<file path="config.mk">
export PLATFORM = sky130hd
export DESIGN_NAME = max_clique_size_search_core_flat
export DESIGN_NICKNAME = d
export VERILOG_FILES = /design/src/rtl/mcs_pkg.sv /design/src/rtl/mcs_stream_if.sv /design/src/rtl/max_clique_size_search_core.sv /design/src/rtl/mcs_ctrl.sv /design/src/rtl/mcs_datapath.sv /design/src/flat_wrapper.sv
export SDC_FILE = /design/constraint.sdc
export NUM_CORES = 1
export LEC_CHECK = 0
export BUFFER_PORTS_ARGS = -buffer_cell sky130_fd_sc_hd__buf_4
export CORE_ASPECT_RATIO = 1.75
export CORE_MARGIN = 5
export CORE_UTILIZATION = 64
export CTS_CLUSTER_DIAMETER = 80
export CTS_CLUSTER_SIZE = 8
export DETAILED_ROUTE_END_ITERATION = 6
export PLACE_DENSITY_LB_ADDON = 0.12
export SLEW_MARGIN = 10
export SYNTH_ARGS = -nofsm -noshare
export SYNTH_HDL_FRONTEND = slang
export SYNTH_HIERARCHICAL = 1
export SYNTH_SLANG_ARGS = --single-unit
</file>
<file path="constraint.sdc">
create_clock -name clk_i -period 6.4 [get_ports clk_i]
set_input_delay 0.64 -clock clk_i [delete_from_list [all_inputs] [get_ports clk_i]]
set_output_delay 0.64 -clock clk_i [all_outputs]
set_load 0.05 [all_outputs]
</file>
<file path="src/rtl/mcs_pkg.sv">
`timescale 1ns / 1ps
`default_nettype none
// ----------------------------------------------------------------------------
// mcs_pkg
// Shared types and constants for the maximum clique size search block.
// ----------------------------------------------------------------------------
package mcs_pkg;

  // Fixed field widths of the edge and result transactions.
  localparam int unsigned END_W    = 5;
  localparam int unsigned CLIQUE_W = 5;
  localparam int unsigned VCOUNT_W = 5;

  // Commands from the controller to the datapath.
  typedef struct packed {
    logic load_edge;    // an edge transaction is accepted this cycle
    logic init_search;  // seed level zero of the candidate stack
    logic step;         // one push or pop of the depth-first walk
    logic capture;      // move the best size into the result register
    logic clear_adj;    // wipe the adjacency matrix
  } mcs_cmd_t;

  // Status from the datapath to the controller.
  typedef struct packed {
    logic search_done;  // stack is at level zero with no candidates left
  } mcs_status_t;

endpackage : mcs_pkg
`default_nettype wire

</file>
<file path="src/rtl/mcs_stream_if.sv">
`timescale 1ns / 1ps
`default_nettype none
// ----------------------------------------------------------------------------
// mcs_edge_if / mcs_result_if
// Valid/ready channels for edge transactions and result transactions.
// ----------------------------------------------------------------------------
interface mcs_edge_if;
  import mcs_pkg::*;

  logic             valid;
  logic             ready;
  logic             edge_valid;
  logic [END_W-1:0] end_a;
  logic [END_W-1:0] end_b;
  logic             last_edge;

  modport source (output valid, output edge_valid, output end_a, output end_b,
                  output last_edge, input ready);
  modport sink   (input valid, input edge_valid, input end_a, input end_b,
                  input last_edge, output ready);
endinterface : mcs_edge_if

interface mcs_result_if;
  import mcs_pkg::*;

  logic                valid;
  logic                ready;
  logic [CLIQUE_W-1:0] clique_size;

  modport source (output valid, output clique_size, input ready);
  modport sink   (input valid, input clique_size, output ready);
endinterface : mcs_result_if
`default_nettype wire

</file>
<file path="src/rtl/max_clique_size_search_core.sv">
`timescale 1ns / 1ps
`default_nettype none
// ----------------------------------------------------------------------------
// max_clique_size_search_core
// Loads a graph edge by edge and reports the size of its largest clique.
// ----------------------------------------------------------------------------
// Edge transactions are taken one per clock while the block is idle. The
// transaction marked last_edge starts the search, and no further edge is taken
// until its result has been placed in the output register. The search is a
// depth-first walk with an explicit candidate stack that does one push or one
// pop per clock. The block seeds the stack, walks it until level zero has no
// candidates left, and then captures the best size into the result register.
// If the previous result has not been taken yet, the capture cycle waits for
// it. The adjacency matrix is cleared in the capture cycle, and from the next
// cycle the block takes edges again while that result waits to be taken.
// ----------------------------------------------------------------------------
module max_clique_size_search_core import mcs_pkg::*; #(
  parameter int unsigned MAX_VERTICES = 16
) (
  input  wire logic                clk_i,
  input  wire logic                rst_ni,
  input  wire logic                vertex_count_we_i,
  input  wire logic [VCOUNT_W-1:0] vertex_count_wdata_i,
  mcs_edge_if.sink                 edge_i,
  mcs_result_if.source             result_o
);

  mcs_cmd_t    cmd;
  mcs_status_t status;
  logic        in_ready;
  logic        out_valid;

  mcs_ctrl u_ctrl (
    .clk_i       (clk_i),
    .rst_ni      (rst_ni),
    .in_valid_i  (edge_i.valid),
    .in_last_i   (edge_i.last_edge),
    .in_ready_o  (in_ready),
    .out_ready_i (result_o.ready),
    .out_valid_o (out_valid),
    .status_i    (status),
    .cmd_o       (cmd)
  );

  mcs_datapath #(
    .MAX_VERTICES (MAX_VERTICES)
  ) u_datapath (
    .clk_i                (clk_i),
    .rst_ni               (rst_ni),
    .cmd_i                (cmd),
    .status_o             (status),
    .vertex_count_we_i    (vertex_count_we_i),
    .vertex_count_wdata_i (vertex_count_wdata_i),
    .edge_valid_i         (edge_i.edge_valid),
    .end_a_i              (edge_i.end_a),
    .end_b_i              (edge_i.end_b),
    .clique_size_o        (result_o.clique_size)
  );

  assign edge_i.ready   = in_ready;
  assign result_o.valid = out_valid;

endmodule : max_clique_size_search_core
`default_nettype wire

</file>
<file path="src/rtl/mcs_ctrl.sv">
`timescale 1ns / 1ps
`default_nettype none
// ----------------------------------------------------------------------------
// mcs_ctrl
// Controller: sequences edge loading, the depth-first search, the result
// hand-off and the adjacency clear.
// ----------------------------------------------------------------------------
module mcs_ctrl import mcs_pkg::*; (
  input  wire logic        clk_i,
  input  wire logic        rst_ni,
  input  wire logic        in_valid_i,
  input  wire logic        in_last_i,
  output logic             in_ready_o,
  input  wire logic        out_ready_i,
  output logic             out_valid_o,
  input  wire mcs_status_t status_i,
  output mcs_cmd_t         cmd_o
);

  typedef enum logic [3:0] {
    ST_IDLE   = 4'b0001,
    ST_INIT   = 4'b0010,
    ST_SEARCH = 4'b0100,
    ST_DONE   = 4'b1000
  } mcs_state_e;

  mcs_state_e state_q, state_d;
  logic       out_valid_q, out_valid_d;
  logic       out_free;

  assign out_free = !out_valid_q || out_ready_i;

  always_comb begin
    state_d    = state_q;
    cmd_o      = '0;
    in_ready_o = 1'b0;
    unique case (state_q)
      ST_IDLE: begin
        in_ready_o = 1'b1;
        if (in_valid_i) begin
          cmd_o.load_edge = 1'b1;
          if (in_last_i) begin
            state_d = ST_INIT;
          end
        end
      end
      ST_INIT: begin
        cmd_o.init_search = 1'b1;
        state_d           = ST_SEARCH;
      end
      ST_SEARCH: begin
        cmd_o.step = 1'b1;
        if (status_i.search_done) begin
          state_d = ST_DONE;
        end
      end
      ST_DONE: begin
        // Wait until the result register is free, then hand off and wipe the graph.
        if (out_free) begin
          cmd_o.capture   = 1'b1;
          cmd_o.clear_adj = 1'b1;
          state_d         = ST_IDLE;
        end
      end
      default: begin
        state_d = ST_IDLE;
      end
    endcase
  end

  always_comb begin
    out_valid_d = out_valid_q;
    priority if (cmd_o.capture) begin
      out_valid_d = 1'b1;
    end else if (out_ready_i) begin
      out_valid_d = 1'b0;
    end
  end

  always_ff @(posedge clk_i or negedge rst_ni) begin
    if (!rst_ni) begin
      state_q     <= ST_IDLE;
      out_valid_q <= 1'b0;
    end else begin
      state_q     <= state_d;
      out_valid_q <= out_valid_d;
    end
  end

  assign out_valid_o = out_valid_q;

`ifndef SYNTH
  a_capture_needs_room: assert property (@(posedge clk_i) disable iff (!rst_ni)
    cmd_o.capture |-> (!out_valid_q || out_ready_i))
    else $error("result captured while the previous one was still pending");

  a_init_then_search: assert property (@(posedge clk_i) disable iff (!rst_ni)
    (state_q == ST_INIT) |=> (state_q == ST_SEARCH))
    else $error("search did not start after initialization");

  a_no_load_while_busy: assert property (@(posedge clk_i) disable iff (!rst_ni)
    cmd_o.load_edge |-> (state_q == ST_IDLE) && !cmd_o.step)
    else $error("edge loaded while a search was running");
`endif

endmodule : mcs_ctrl
`default_nettype wire

</file>
<file path="src/rtl/mcs_datapath.sv">
`timescale 1ns / 1ps
`default_nettype none
// ----------------------------------------------------------------------------
// mcs_datapath
// Adjacency matrix, candidate stack for the depth-first walk, best size
// tracking and the result register.
// ----------------------------------------------------------------------------
module mcs_datapath import mcs_pkg::*; #(
  parameter int unsigned MAX_VERTICES = 16
) (
  input  wire logic                clk_i,
  input  wire logic                rst_ni,
  input  wire mcs_cmd_t            cmd_i,
  output mcs_status_t              status_o,
  input  wire logic                vertex_count_we_i,
  input  wire logic [VCOUNT_W-1:0] vertex_count_wdata_i,
  input  wire logic                edge_valid_i,
  input  wire logic [END_W-1:0]    end_a_i,
  input  wire logic [END_W-1:0]    end_b_i,
  output logic [CLIQUE_W-1:0]      clique_size_o
);

  localparam int unsigned VW = $clog2(MAX_VERTICES);
  localparam int unsigned DW = $clog2(MAX_VERTICES + 1);
  localparam int unsigned CW = (DW > END_W) ? DW : END_W;
  localparam int unsigned NV = MAX_VERTICES;

  logic [NV-1:0]       adj_q   [NV];
  logic [NV-1:0]       cand_q  [NV+1];
  logic [DW-1:0]       depth_q;
  logic [DW-1:0]       depth_inc;
  logic [DW-1:0]       best_q;
  logic [VCOUNT_W-1:0] vc_q;
  logic [CLIQUE_W-1:0] res_q;

  logic          edge_ok;
  logic [VW-1:0] a_idx, b_idx;
  logic [CW-1:0] n_eff;
  logic [NV-1:0] init_mask;
  logic [NV-1:0] top, lsb, rem, child, adj_sel;

  // Edge decode: both endpoints in 1..MAX_VERTICES and distinct.
  assign edge_ok = edge_valid_i && (end_a_i != '0) && (end_b_i != '0) &&
                   (CW'(end_a_i) <= CW'(NV)) && (CW'(end_b_i) <= CW'(NV)) &&
                   (end_a_i != end_b_i);
  assign a_idx = VW'(end_a_i - END_W'(1));
  assign b_idx = VW'(end_b_i - END_W'(1));

  // Level zero holds vertices 1..min(vertex_count, MAX_VERTICES).
  assign n_eff = (CW'(vc_q) > CW'(NV)) ? CW'(NV) : CW'(vc_q);
  always_comb begin
    for (int r = 0; r < NV; r++) begin
      init_mask[r] = (CW'(r) < n_eff);
    end
  end

  // Take the lowest remaining candidate; everything left in the level lies
  // above it, so the child level is the rest masked by that vertex's row.
  assign top       = cand_q[depth_q];
  assign lsb       = top & (~top + NV'(1));
  assign rem       = top & ~lsb;
  assign depth_inc = depth_q + DW'(1);

  always_comb begin
    adj_sel = '0;
    for (int r = 0; r < NV; r++) begin
      adj_sel = adj_sel | (lsb[r] ? adj_q[r] : '0);
    end
  end
  assign child = rem & adj_sel;

  assign status_o.search_done = (depth_q == '0) && (top == '0);

  always_ff @(posedge clk_i or negedge rst_ni) begin
    if (!rst_ni) begin
      for (int r = 0; r < NV; r++) begin
        adj_q[r] <= '0;
      end
    end else begin
      for (int r = 0; r < NV; r++) begin
        if (cmd_i.clear_adj) begin
          adj_q[r] <= '0;
        end else if (cmd_i.load_edge && edge_ok) begin
          if (a_idx == VW'(r)) begin
            adj_q[r][b_idx] <= 1'b1;
          end
          if (b_idx == VW'(r)) begin
            adj_q[r][a_idx] <= 1'b1;
          end
        end
      end
    end
  end

  always_ff @(posedge clk_i) begin
    if (cmd_i.init_search) begin
      cand_q[0] <= init_mask;
    end else if (cmd_i.step && (top != '0)) begin
      cand_q[depth_q]   <= rem;
      cand_q[depth_inc] <= child;
    end
  end

  always_ff @(posedge clk_i or negedge rst_ni) begin
    if (!rst_ni) begin
      depth_q <= '0;
      best_q  <= '0;
    end else if (cmd_i.init_search) begin
      depth_q <= '0;
      best_q  <= '0;
    end else if (cmd_i.step) begin
      if (top != '0) begin
        depth_q <= depth_inc;
        if (depth_inc > best_q) begin
          best_q <= depth_inc;
        end
      end else if (depth_q != '0) begin
        depth_q <= depth_q - DW'(1);
      end
    end
  end

  always_ff @(posedge clk_i or negedge rst_ni) begin
    if (!rst_ni) begin
      vc_q <= VCOUNT_W'(1);
    end else if (vertex_count_we_i) begin
      vc_q <= vertex_count_wdata_i;
    end
  end

  always_ff @(posedge clk_i) begin
    if (cmd_i.capture) begin
      res_q <= CLIQUE_W'(best_q);
    end
  end

  assign clique_size_o = res_q;

`ifndef SYNTH
  a_depth_bounded: assert property (@(posedge clk_i) disable iff (!rst_ni)
    depth_q <= DW'(NV))
    else $error("search stack overflowed");

  a_best_covers_depth: assert property (@(posedge clk_i) disable iff (!rst_ni)
    depth_q <= best_q)
    else $error("current clique larger than the recorded best");

  a_clear_wipes_rows: assert property (@(posedge clk_i) disable iff (!rst_ni)
    cmd_i.clear_adj |=> (adj_q[0] == '0) && (adj_q[NV-1] == '0))
    else $error("adjacency rows not cleared after a result");
`endif

endmodule : mcs_datapath
`default_nettype wire

</file>
<file path="src/flat_wrapper.sv">
// flat-port wrapper written by rule: the top's interface ports become plain ports
module max_clique_size_search_core_flat import mcs_pkg::*;
#(
  parameter int unsigned MAX_VERTICES = 16
)
  (clk_i, rst_ni, vertex_count_we_i, vertex_count_wdata_i, edge_i_valid, edge_i_edge_valid, edge_i_end_a, edge_i_end_b, edge_i_last_edge, edge_i_ready, result_o_valid, result_o_clique_size, result_o_ready);
  mcs_edge_if edge_i_i ();
  mcs_result_if result_o_i ();
  input  wire logic clk_i;
  input  wire logic rst_ni;
  input  wire logic vertex_count_we_i;
  input  wire logic [VCOUNT_W-1:0] vertex_count_wdata_i;
  input wire logic [$bits(edge_i_i.valid)-1:0] edge_i_valid;
  input wire logic [$bits(edge_i_i.edge_valid)-1:0] edge_i_edge_valid;
  input wire logic [$bits(edge_i_i.end_a)-1:0] edge_i_end_a;
  input wire logic [$bits(edge_i_i.end_b)-1:0] edge_i_end_b;
  input wire logic [$bits(edge_i_i.last_edge)-1:0] edge_i_last_edge;
  output wire logic [$bits(edge_i_i.ready)-1:0] edge_i_ready;
  output wire logic [$bits(result_o_i.valid)-1:0] result_o_valid;
  output wire logic [$bits(result_o_i.clique_size)-1:0] result_o_clique_size;
  input wire logic [$bits(result_o_i.ready)-1:0] result_o_ready;
  assign edge_i_i.valid = edge_i_valid;
  assign edge_i_i.edge_valid = edge_i_edge_valid;
  assign edge_i_i.end_a = edge_i_end_a;
  assign edge_i_i.end_b = edge_i_end_b;
  assign edge_i_i.last_edge = edge_i_last_edge;
  assign edge_i_ready = edge_i_i.ready;
  assign result_o_valid = result_o_i.valid;
  assign result_o_clique_size = result_o_i.clique_size;
  assign result_o_i.ready = result_o_ready;
  max_clique_size_search_core #(.MAX_VERTICES(MAX_VERTICES)) u_core (.clk_i(clk_i), .rst_ni(rst_ni), .vertex_count_we_i(vertex_count_we_i), .vertex_count_wdata_i(vertex_count_wdata_i), .edge_i(edge_i_i), .result_o(result_o_i));
endmodule
</file>
==> results of run 1 <==
-- registers in the layout, indices dropped and copies added, names as in the netlist --
name,flops
u_core/u_ctrl/out_valid_o,1
u_core/u_ctrl/state_q,4
u_core/u_datapath/adj_q,230
u_core/u_datapath/best_q,5
u_core/u_datapath/cand_q,272
u_core/u_datapath/clique_size_o,5
u_core/u_datapath/depth_q,5
u_core/u_datapath/vc_q,5
-- power by group through the flow --
stage          registers, mW  clock network, mW  logic (mW)
2_1_floorplan           3.77                  0        1.66
3_3_place_gp            3.84                  0        2.37
3_5_place_dp            3.85                  0        2.41
4_1_cts                 3.79               3.58        2.44
5_1_grt                 3.79               3.74        2.65
6_report                3.79               3.56        2.53
-- worst max path at each step --
| stage | slack (ns) | to | start | cells past startpoint |
|---|---|---|---|---|
| detailed placement | 0.86 | u_core/u_datapath/cand_q[10][2] | u_core/u_datapath/depth_q[2] | 11 |
| CTS | 0.86 | u_core/u_datapath/cand_q[10][2] | u_core/u_datapath/depth_q[2] | 11 |
| finish | 0.75 | u_core/u_datapath/cand_q[12][2] | u_core/u_datapath/depth_q[2] | 11 |
| global route | 0.55 | u_core/u_datapath/cand_q[10][2] | u_core/u_datapath/depth_q[0] | 14 |
| global placement | 1.00 | u_core/u_datapath/cand_q[8][2] | u_core/u_datapath/depth_q[2] | 11 |
| floorplan | 1.62 | u_core/u_datapath/cand_q[2][0] | u_core/u_datapath/depth_q[0] | 14 |
-- kinds of logic after synthesis --
kind of cell / Yosys count
compound gates: 850
buf+inv: 315
simple gates: 819
flops: 527
xor+xnor: 8
fa+ha+maj: 11
mux: 153
-- synthesized netlist by cell type (9+ instances only) --
| library cell | n |
|---|---|
| mux2_2 | 12 |
| nor2b_1 | 29 |
| nor3_1 | 11 |
| o22ai_1 | 115 |
| a221oi_1 | 31 |
| clkbuf_1 | 141 |
| dfrtp_1 | 248 |
| mux4_1 | 10 |
| and2_1 | 17 |
| mux2i_1 | 106 |
| nand3_1 | 43 |
| buf_2 | 53 |
| a22o_1 | 12 |
| nand2_1 | 363 |
| a211oi_1 | 13 |
| buf_4 | 28 |
| nor2_1 | 271 |
| or2_2 | 17 |
| a31oi_1 | 12 |
| a21o_1 | 9 |
| a21oi_1 | 259 |
| buf_6 | 10 |
| a22oi_1 | 51 |
| mux4_2 | 20 |
| ha_1 | 11 |
| edfxtp_1 | 277 |
| inv_1 | 63 |
| nand4_1 | 15 |
| o21ai_0 | 258 |
| o31a_1 | 17 |
-- final cells by class --
cell class | instances | share of cell area, %
clock buffers | 98 | 6.73
diodes | 1 | 0.00848
well taps | 555 | 2.35
multi-input cells | 1841 | 37.5
clock inverters | 5 | 0.225
repair buffers | 109 | 2.93
inverters | 63 | 0.802
flip-flops and latches | 527 | 49.4
-- worst max-delay path, delay by kind of cell (launching register included) --
| kind | cells | cell delay [ns] |
|---|---|---|
| mux | 1 | 0.17 |
| simple gates | 4 | 1.71 |
| compound gates | 5 | 1.84 |
| flops | 1 | 1.01 |
| buf+inv | 1 | 0.53 |
-- stage by stage --
stage,power (mW),instances,setup slack [ns],area [um2]
floorplan,5.44,2683,1.62,27000
global placement,6.21,3095,1.00,27400
detailed placement,6.26,3095,0.857,27400
CTS,9.80,3198,0.863,29500
global route,10.2,3198,0.554,29500
finish,9.88,3199,0.748,29500
-- layer usage --
| metal | GRT usage [%] | part of all wire, % | wire (um) |
|---|---|---|---|
| met2 | 63.8 | 49 | 43100 |
| met1 | 43.3 | 32 | 28000 |
| met3 | 7.33 | 9.4 | 8320 |
| met4 | 30.4 | 10 | 8820 |
| met5 | 0 | 0.014 | 12 |
==> reports/metrics.yaml, run 1 <==
status:
  outcome: "finished, violations left"
  failed_checks: "design-rule violations"
worst_setup_path:
  worstReg2RegStart: "u_core/u_datapath/depth_q[2]"
  cp-end-kind: "register"
  required_ns: 6.69
  path_class: "register to register"
  r2r_setup_slack_ns: 0.75
  arrival_ns: 5.94
  r2r-end: "u_core/u_datapath/cand_q[12][2]"
  worst_path_max_delay_cell: "dfrtp_1"
  slowest_delay_ns: 1.01
  start_kind: "register"
  cp_max_fo: 33
  reg2reg_depth: 11
  crit_chain: "and2_1 -> a22oi_1 -> a32oi_1 -> o21ai_0 -> nor3_1 -> nand4_2 -> o21ai_4 -> buf_4 -> nand3_1 -> o21ai_2 -> mux2i_1"
route:
  drt-total-wl_um: 88300
  routed_via_density: 7.06
  drt_iter0_markers: 3562
  ant_nets: 0
  drc: 14
  vias: 22585
  firstDrtPassIters: 7
  avgRoutedWirePerCell_um: 27.6
sta:
  rsz0062_at_grt: "false"
  maxSlewHeadroom_pct: 12.6
  report.final.slew_viol_count: 0
  period_minus_slack_ns: 5.65
  fin_hold_ws_ns: 0.0133
  clock_skew_ns: 0.0286
  fin_crit_sh_pct: 88.3
  fmax_mhz: 177
  setup_viol: 0
  tns_ns: 0
  hold_viol: 0
  worst_pin_slew_ns: 1.31
cts:
  cts_max_level: 3
  cts_resized: 0
  path_clk_slew_ns: 0.05
  cts_num_sinks: 527
  cts_hold_buf: 0
  clock_latency_ns: 0.61
  clockBufferDepth: 3
  cts_tree: "done"
  numCtsBuffers: 75
  root_buffer: "clkbuf_16"
  postCtsSetupBuffers: 0
power_and_ir_drop:
  comb_power_share_pct: 25.6
  pwr-share-clk_pct: 36.1
  p_int_mw: 6.62
  power.switching_mw: 3.27
  ir_worst_vdd_uv: 279
  p_leak_nw: 12.2
  switching_share_pct: 33.1
  power_density_mw_per_mm2: 335
  seqPwrFrac_pct: 38.3
synthesis:
  async_flop_share_pct: 47.4
  synth_top_family_by_area: "compound AO/OA/AOI/OAI gates"
  synth_warnings: 6
  synth_compound_area_share_pct: 18.9
  synthCells: 2683
  synth_area_mm2: 0.0270
  syn_nets: 2716
  yosys-top-cells-area: "edfxtp_1 (31%), dfrtp_1 (23%), nand2_1 (5.0%), a21oi_1 (4.8%), o21ai_0 (4.8%)"
  synthFlopType: "edfxtp_1"
  synth_fa_ha_area_share_pct: 0.510
  synth_xor_area_share_pct: 0.260
  synth_seq_cells: 527
  synthDominantCellAreaShare_pct: 30.8
  synth-edff-count: 277
  synth_area_leader_cell: "edfxtp_1"
  ys_seq_area_share_pct: 54.0
  synth.distinct_cells: 89
  syn_area_per_cell_um2: 10.1
  synthMuxAreaShare_pct: 7.38
  synthSimpleGateAreaFrac_pct: 13.3
placed_design:
  portBuffers: 28
  gp_congestion: 0.981
  dpl.hpwl_um: 58400
run:
  cap_violations: 0
layout:
  nets: 2650
  drive_above_1_share_pct: 11.2
  layout_common_cells: "nand2_1 (363), edfxtp_1 (277), nor2_1 (270)"
  syn2layout_area_growth_pct: 9.29
  fin_util_pct: 70.7
  regArea_mm2: 0.0146
  fillers: 3121
  multiInputGateArea_mm2: 0.0111
  layout_commonest_cell: "nand2_1"
min_path:
  hold_class: "input port to async pin"
grt:
  groute.usage.overall_pct: 38.5
  grt_pass1_wl_um: 134000
  antenna_found_initial: 2
  grt_pass1_vias: 22846
  grt_max_degree: 236
  grt-ovfl-total: 0
floorplan:
  io_pins: 29
  coreArea_mm2: 0.0417
  rows: 99
  die_x_um: 165
  initial_core_util_pct: 64.7
  die_y_um: 282
  dieArea_mm2: 0.0465
Note: power is estimated with default switching activity, not from simulation.
==> run 2, diff against run 1 <==
CORE_UTILIZATION = 69   (was 64)
GPL_TIMING_DRIVEN = 0   (was unset)
RECOVER_POWER = 50   (was unset)
clock period = 6.79 ns   (was 6.4 ns; I/O delays follow)
==> run 2 against run 1 <==
Effect of this change: the flow now stops in global routing; synthesized cell count stayed put; area after synthesis stayed put.
==> reports/metrics.yaml, run 2 <==
grt:
  groute.usage.overall_pct: 60.9
  grt_max_degree: 104
  grt-ovfl-total: 5
  grt_pass1_wl_um: 195000
  grt_pass1_vias: 28541
floorplan:
  initial_core_util_pct: 69.4  # +4.7 points
  die_y_um: 272  # -3.6%
  rows: 96  # -3.0%
  die_x_um: 160  # -3.5%
  io_pins: 29  # unchanged
synthesis:
  synth_area_leader_cell: "edfxtp_1"
  synth_seq_cells: 527  # unchanged
  synthCells: 2683  # unchanged
  synth_area_mm2: 0.0270  # unchanged
  synth.top_cells.by_count: "nand2_1 (363), edfxtp_1 (277), nor2_1 (271), a21oi_1 (259), o21ai_0 (258)"
  yosys-top-cells-area: "edfxtp_1 (31%), dfrtp_1 (23%), nand2_1 (5.0%), a21oi_1 (4.8%), o21ai_0 (4.8%)"
  synth-edff-count: 277  # unchanged
  async_flop_share_pct: 47.4  # unchanged
  synth_warnings: 6  # unchanged
  syn_nets: 2716  # unchanged
  synthDominantCellAreaShare_pct: 30.8  # unchanged
  synthFlopType: "edfxtp_1"
  yosysMostFrequentCell: "nand2_1"
  ys_seq_area_share_pct: 54.0  # unchanged
  synth.distinct_cells: 89  # unchanged
  syn_area_per_cell_um2: 10.1  # unchanged
placed_design:
  gp_congestion: 1.20  # +22%
  portBuffers: 20  # -29%
  dpl.hpwl_um: 85900  # +47%
  dp_cells: 3216  # +3.9%
cts:
  cts_hold_buf: 0  # unchanged
  cts_resized: 0  # unchanged
  clockBufferDepth: 3  # unchanged
  numCtsBuffers: 75  # unchanged
  root_buffer: "clkbuf_16"
  postCtsSetupBuffers: 0  # unchanged
  cts_max_level: 3  # unchanged
  cts_num_sinks: 527  # unchanged
status:
  outcome: "aborted with a tool error"
  error: "[ERROR GRT-0116] Global routing finished with congestion. Check the congestion regions in the DRC Viewer."
  flow.stopped_at: "global routing"
## run 2: cell counts after synthesis
No cell type changed its count.
## run 2: stage by stage
step | area, um2 | utilization (%) | setup TNS, ns | setup WS, ns | hold WS [ns]
CTS | 30300 | 77.9 | 0 | 0.349 | 0.0224
detailed placement | 28200 | 72.5 | 0 | 0.425 | 0.454
global placement | 27800 | 71.3 | -50.88 | -0.503 | 0.457
floorplan | 27000 | - | 0 | 2.01 | 0.383
## run 2: routing by layer
| metal | global-route usage, % | overflow |
|---|---|---|
| met5 | 1.70 | 0 |
| met4 | 64.2 | 2 |
| met3 | 32.6 | 0 |
| met2 | 84.9 | 3 |
| met1 | 61.5 | 0 |
## run 2: cell families after synthesis
kind of cell,Yosys count,share of synthesized area [%]
AO/OA/AOI/OAI,850,18.9
XOR/XNOR,8,0.260
adder cells (fa/ha/maj),11,0.510
buffers and inverters,315,5.60
flip-flops,527,54.0
multiplexers,153,7.38
AND/OR/NAND/NOR,819,13.3
==> run 3, diff against run 2 <==
CORE_ASPECT_RATIO = unset   (was 1.75)
CORE_UTILIZATION = 40   (was 69)
CTS_CLUSTER_DIAMETER = unset   (was 80)
CTS_CLUSTER_SIZE = unset   (was 8)
PLACE_DENSITY_LB_ADDON = 0.15   (was 0.12)
==> run 3 against run 2 <==
Effect of this change: the flow now finishes, with violations (max-capacitance violations, max-slew violations).
==> reports/metrics.yaml, run 3 (synthesis gave the netlist of run 1 again) <==
status:
  failed_checks: "max-capacitance violations, max-slew violations"
  outcome: "finished, violations left"
route:
  firstDrtPassIters: 7
  avgRoutedWirePerCell_um: 32.0
  drc: 0
  ant_nets: 0
  drt-total-wl_um: 119000
  routed_via_density: 6.34
  vias: 23558
  drt_iter0_markers: 3118
sta:
  report.final.slew_viol_count: 162
  tns_ns: 0
  fin_crit_sh_pct: 98.2
  maxSlewHeadroom_pct: -225
  setup_viol: 0
  rsz0062_at_grt: "false"
  period_minus_slack_ns: 6.67
  worst_pin_slew_ns: 4.87
  hold_viol: 0
  clock_skew_ns: 0.0182
  fmax_mhz: 150
layout:
  drive_above_1_share_pct: 11.6
  layout_common_cells: "nand2_1 (362), edfxtp_1 (277), nor2_1 (271)"
  nets: 2824
  multiInputGateArea_mm2: 0.0111
  reg_top3: "u_core/u_datapath/cand_q x272, u_core/u_datapath/adj_q x230"
  syn2layout_area_growth_pct: 13.2
  layout_commonest_cell: "nand2_1"
  largest_reg_flops: 272
  top_register: "u_core/u_datapath/cand_q"
  fillers: 6459
  regArea_mm2: 0.0146
cts:
  path_clk_slew_ns: 0.06
  postCtsSetupBuffers: 0  # unchanged
  numCtsBuffers: 59  # -21%
  clockBufferDepth: 3  # unchanged
  cts_max_level: 2  # -1
  cts_tree: "done"
  root_buffer: "clkbuf_16"
  cts_hold_buf: 0  # unchanged
  cts_num_sinks: 527  # unchanged
  clock_latency_ns: 0.64
grt:
  groute.usage.overall_pct: 31.4
  grt_max_degree: 102
  use_met1_pct: 38.1
  top_usage_layer: "met2"
  met3_usage_pct: 4.39
  grt_pass1_vias: 22607
  grt_util_met2_pct: 53.7
  grt-ovfl-total: 0
  antenna_found_initial: 1
  grt_pass1_wl_um: 167000
floorplan:
  die_y_um: 270  # -0.69%
  dieArea_mm2: 0.0728
  die_x_um: 270  # +69%
  coreArea_mm2: 0.0670
  initial_core_util_pct: 40.3  # -29 points
  rows: 95  # -1.0%
  io_pins: 29  # unchanged
placed_design:
  gp_congestion: 1.01  # -16%
  dpl.hpwl_um: 88200  # +2.7%
  portBuffers: 20  # unchanged
power_and_ir_drop:
  power_density_mw_per_mm2: 309
  p_leak_nw: 12.5
  ir_worst_vdd_uv: 232
  total_power_mw: 9.43
min_path:
  hold_class: "input port to register"
worst_setup_path:
  path_class: "register to register"
  start_kind: "register"
  arrival_ns: 7.06
  required_ns: 7.18
  cp-end-kind: "register"
  cp_max_fo: 10
run:
  cap_violations: 2
run 3: critical path, cell delays in order (launching register included):
cell and delay [ns]:
dfrtp_1 0.46, buf_6 0.23, buf_8 0.22, buf_8 0.24
buf_8 0.22, mux2i_1 0.26, nand2_1 0.09, a32oi_1 0.62
and2_1 0.30, and2_1 0.46, and4_1 0.27, clkbuf_1 0.57
buf_2 0.53, nand2_1 0.20, buf_4 0.24, nand4_2 0.34
clkbuf_2 0.38, o41ai_2 0.25, buf_2 0.27, buf_4 0.19
run 3: layer usage:
metal / vias to the layer above / wire, um
met5: - / 0
met4: 0 / 8970
met1: 11773 / 43800
met2: 1394 / 57300
met3: 387 / 8800
li1: 10004 / -
run 3: area by class of cell:
| type | instances | area share (%) |
|---|---|---|
| Sequential cell | 527 | 47.7 |
| Multi-Input combinational cell | 1841 | 36.2 |
| Clock buffer | 89 | 5.63 |
| Buffer | 252 | 4.09 |
| Tap cell | 873 | 3.58 |
| Timing Repair Buffer | 47 | 1.43 |
| Inverter | 63 | 0.774 |
| Clock inverter | 21 | 0.553 |
| Antenna cell | 1 | 0.00819 |
run 3: power breakdown:
part	internal [mW]	switching [mW]
Sequential	3.47	0.0415
Clock	1.81	1.37
Combinational	0.776	1.96
run 3: final timing paths:
| check | from | cells past startpoint | slack (ns) | end |
|---|---|---|---|---|
| hold / removal | vertex_count_wdata_i[1] | 2 | 0.28 | u_core/u_datapath/vc_q[1] |
| setup reg to reg | u_core/u_datapath/depth_q[0] | 19 | 0.12 | u_core/u_datapath/cand_q[2][0] |
| min in group asynchronous | rst_ni | 1 | 1.79 | u_core/u_datapath/adj_q[246] |
| hold reg to reg | u_core/u_datapath/best_q[4] | 0 | 0.45 | u_core/u_datapath/clique_size_o[4] |
| setup / recovery | u_core/u_datapath/depth_q[0] | 19 | 0.12 | u_core/u_datapath/cand_q[2][0] |
| max in group asynchronous | rst_ni | 3 | 1.19 | u_core/u_datapath/vc_q[0] |
run 3: metrics by stage:
step	instance area [um2]	setup WS, ns	util (%)	hold slack, ns	cells
floorplan	27000	2.01	-	0.383	2683
global placement	28200	-1.40	42.1	0.434	3576
CTS	30600	0.00252	45.7	0.0813	3713
finish	30500	0.119	45.6	0.282	3714
global route	30500	0.0320	45.6	0.259	3713
detailed placement	28700	-0.0165	42.9	0.436	3603
run 3: what timing repair did:
action	4_1_cts	5_1_grt
setup endpoints to repair	6	99
resized for setup	2	6
endpoints found under the hold margin	0	0
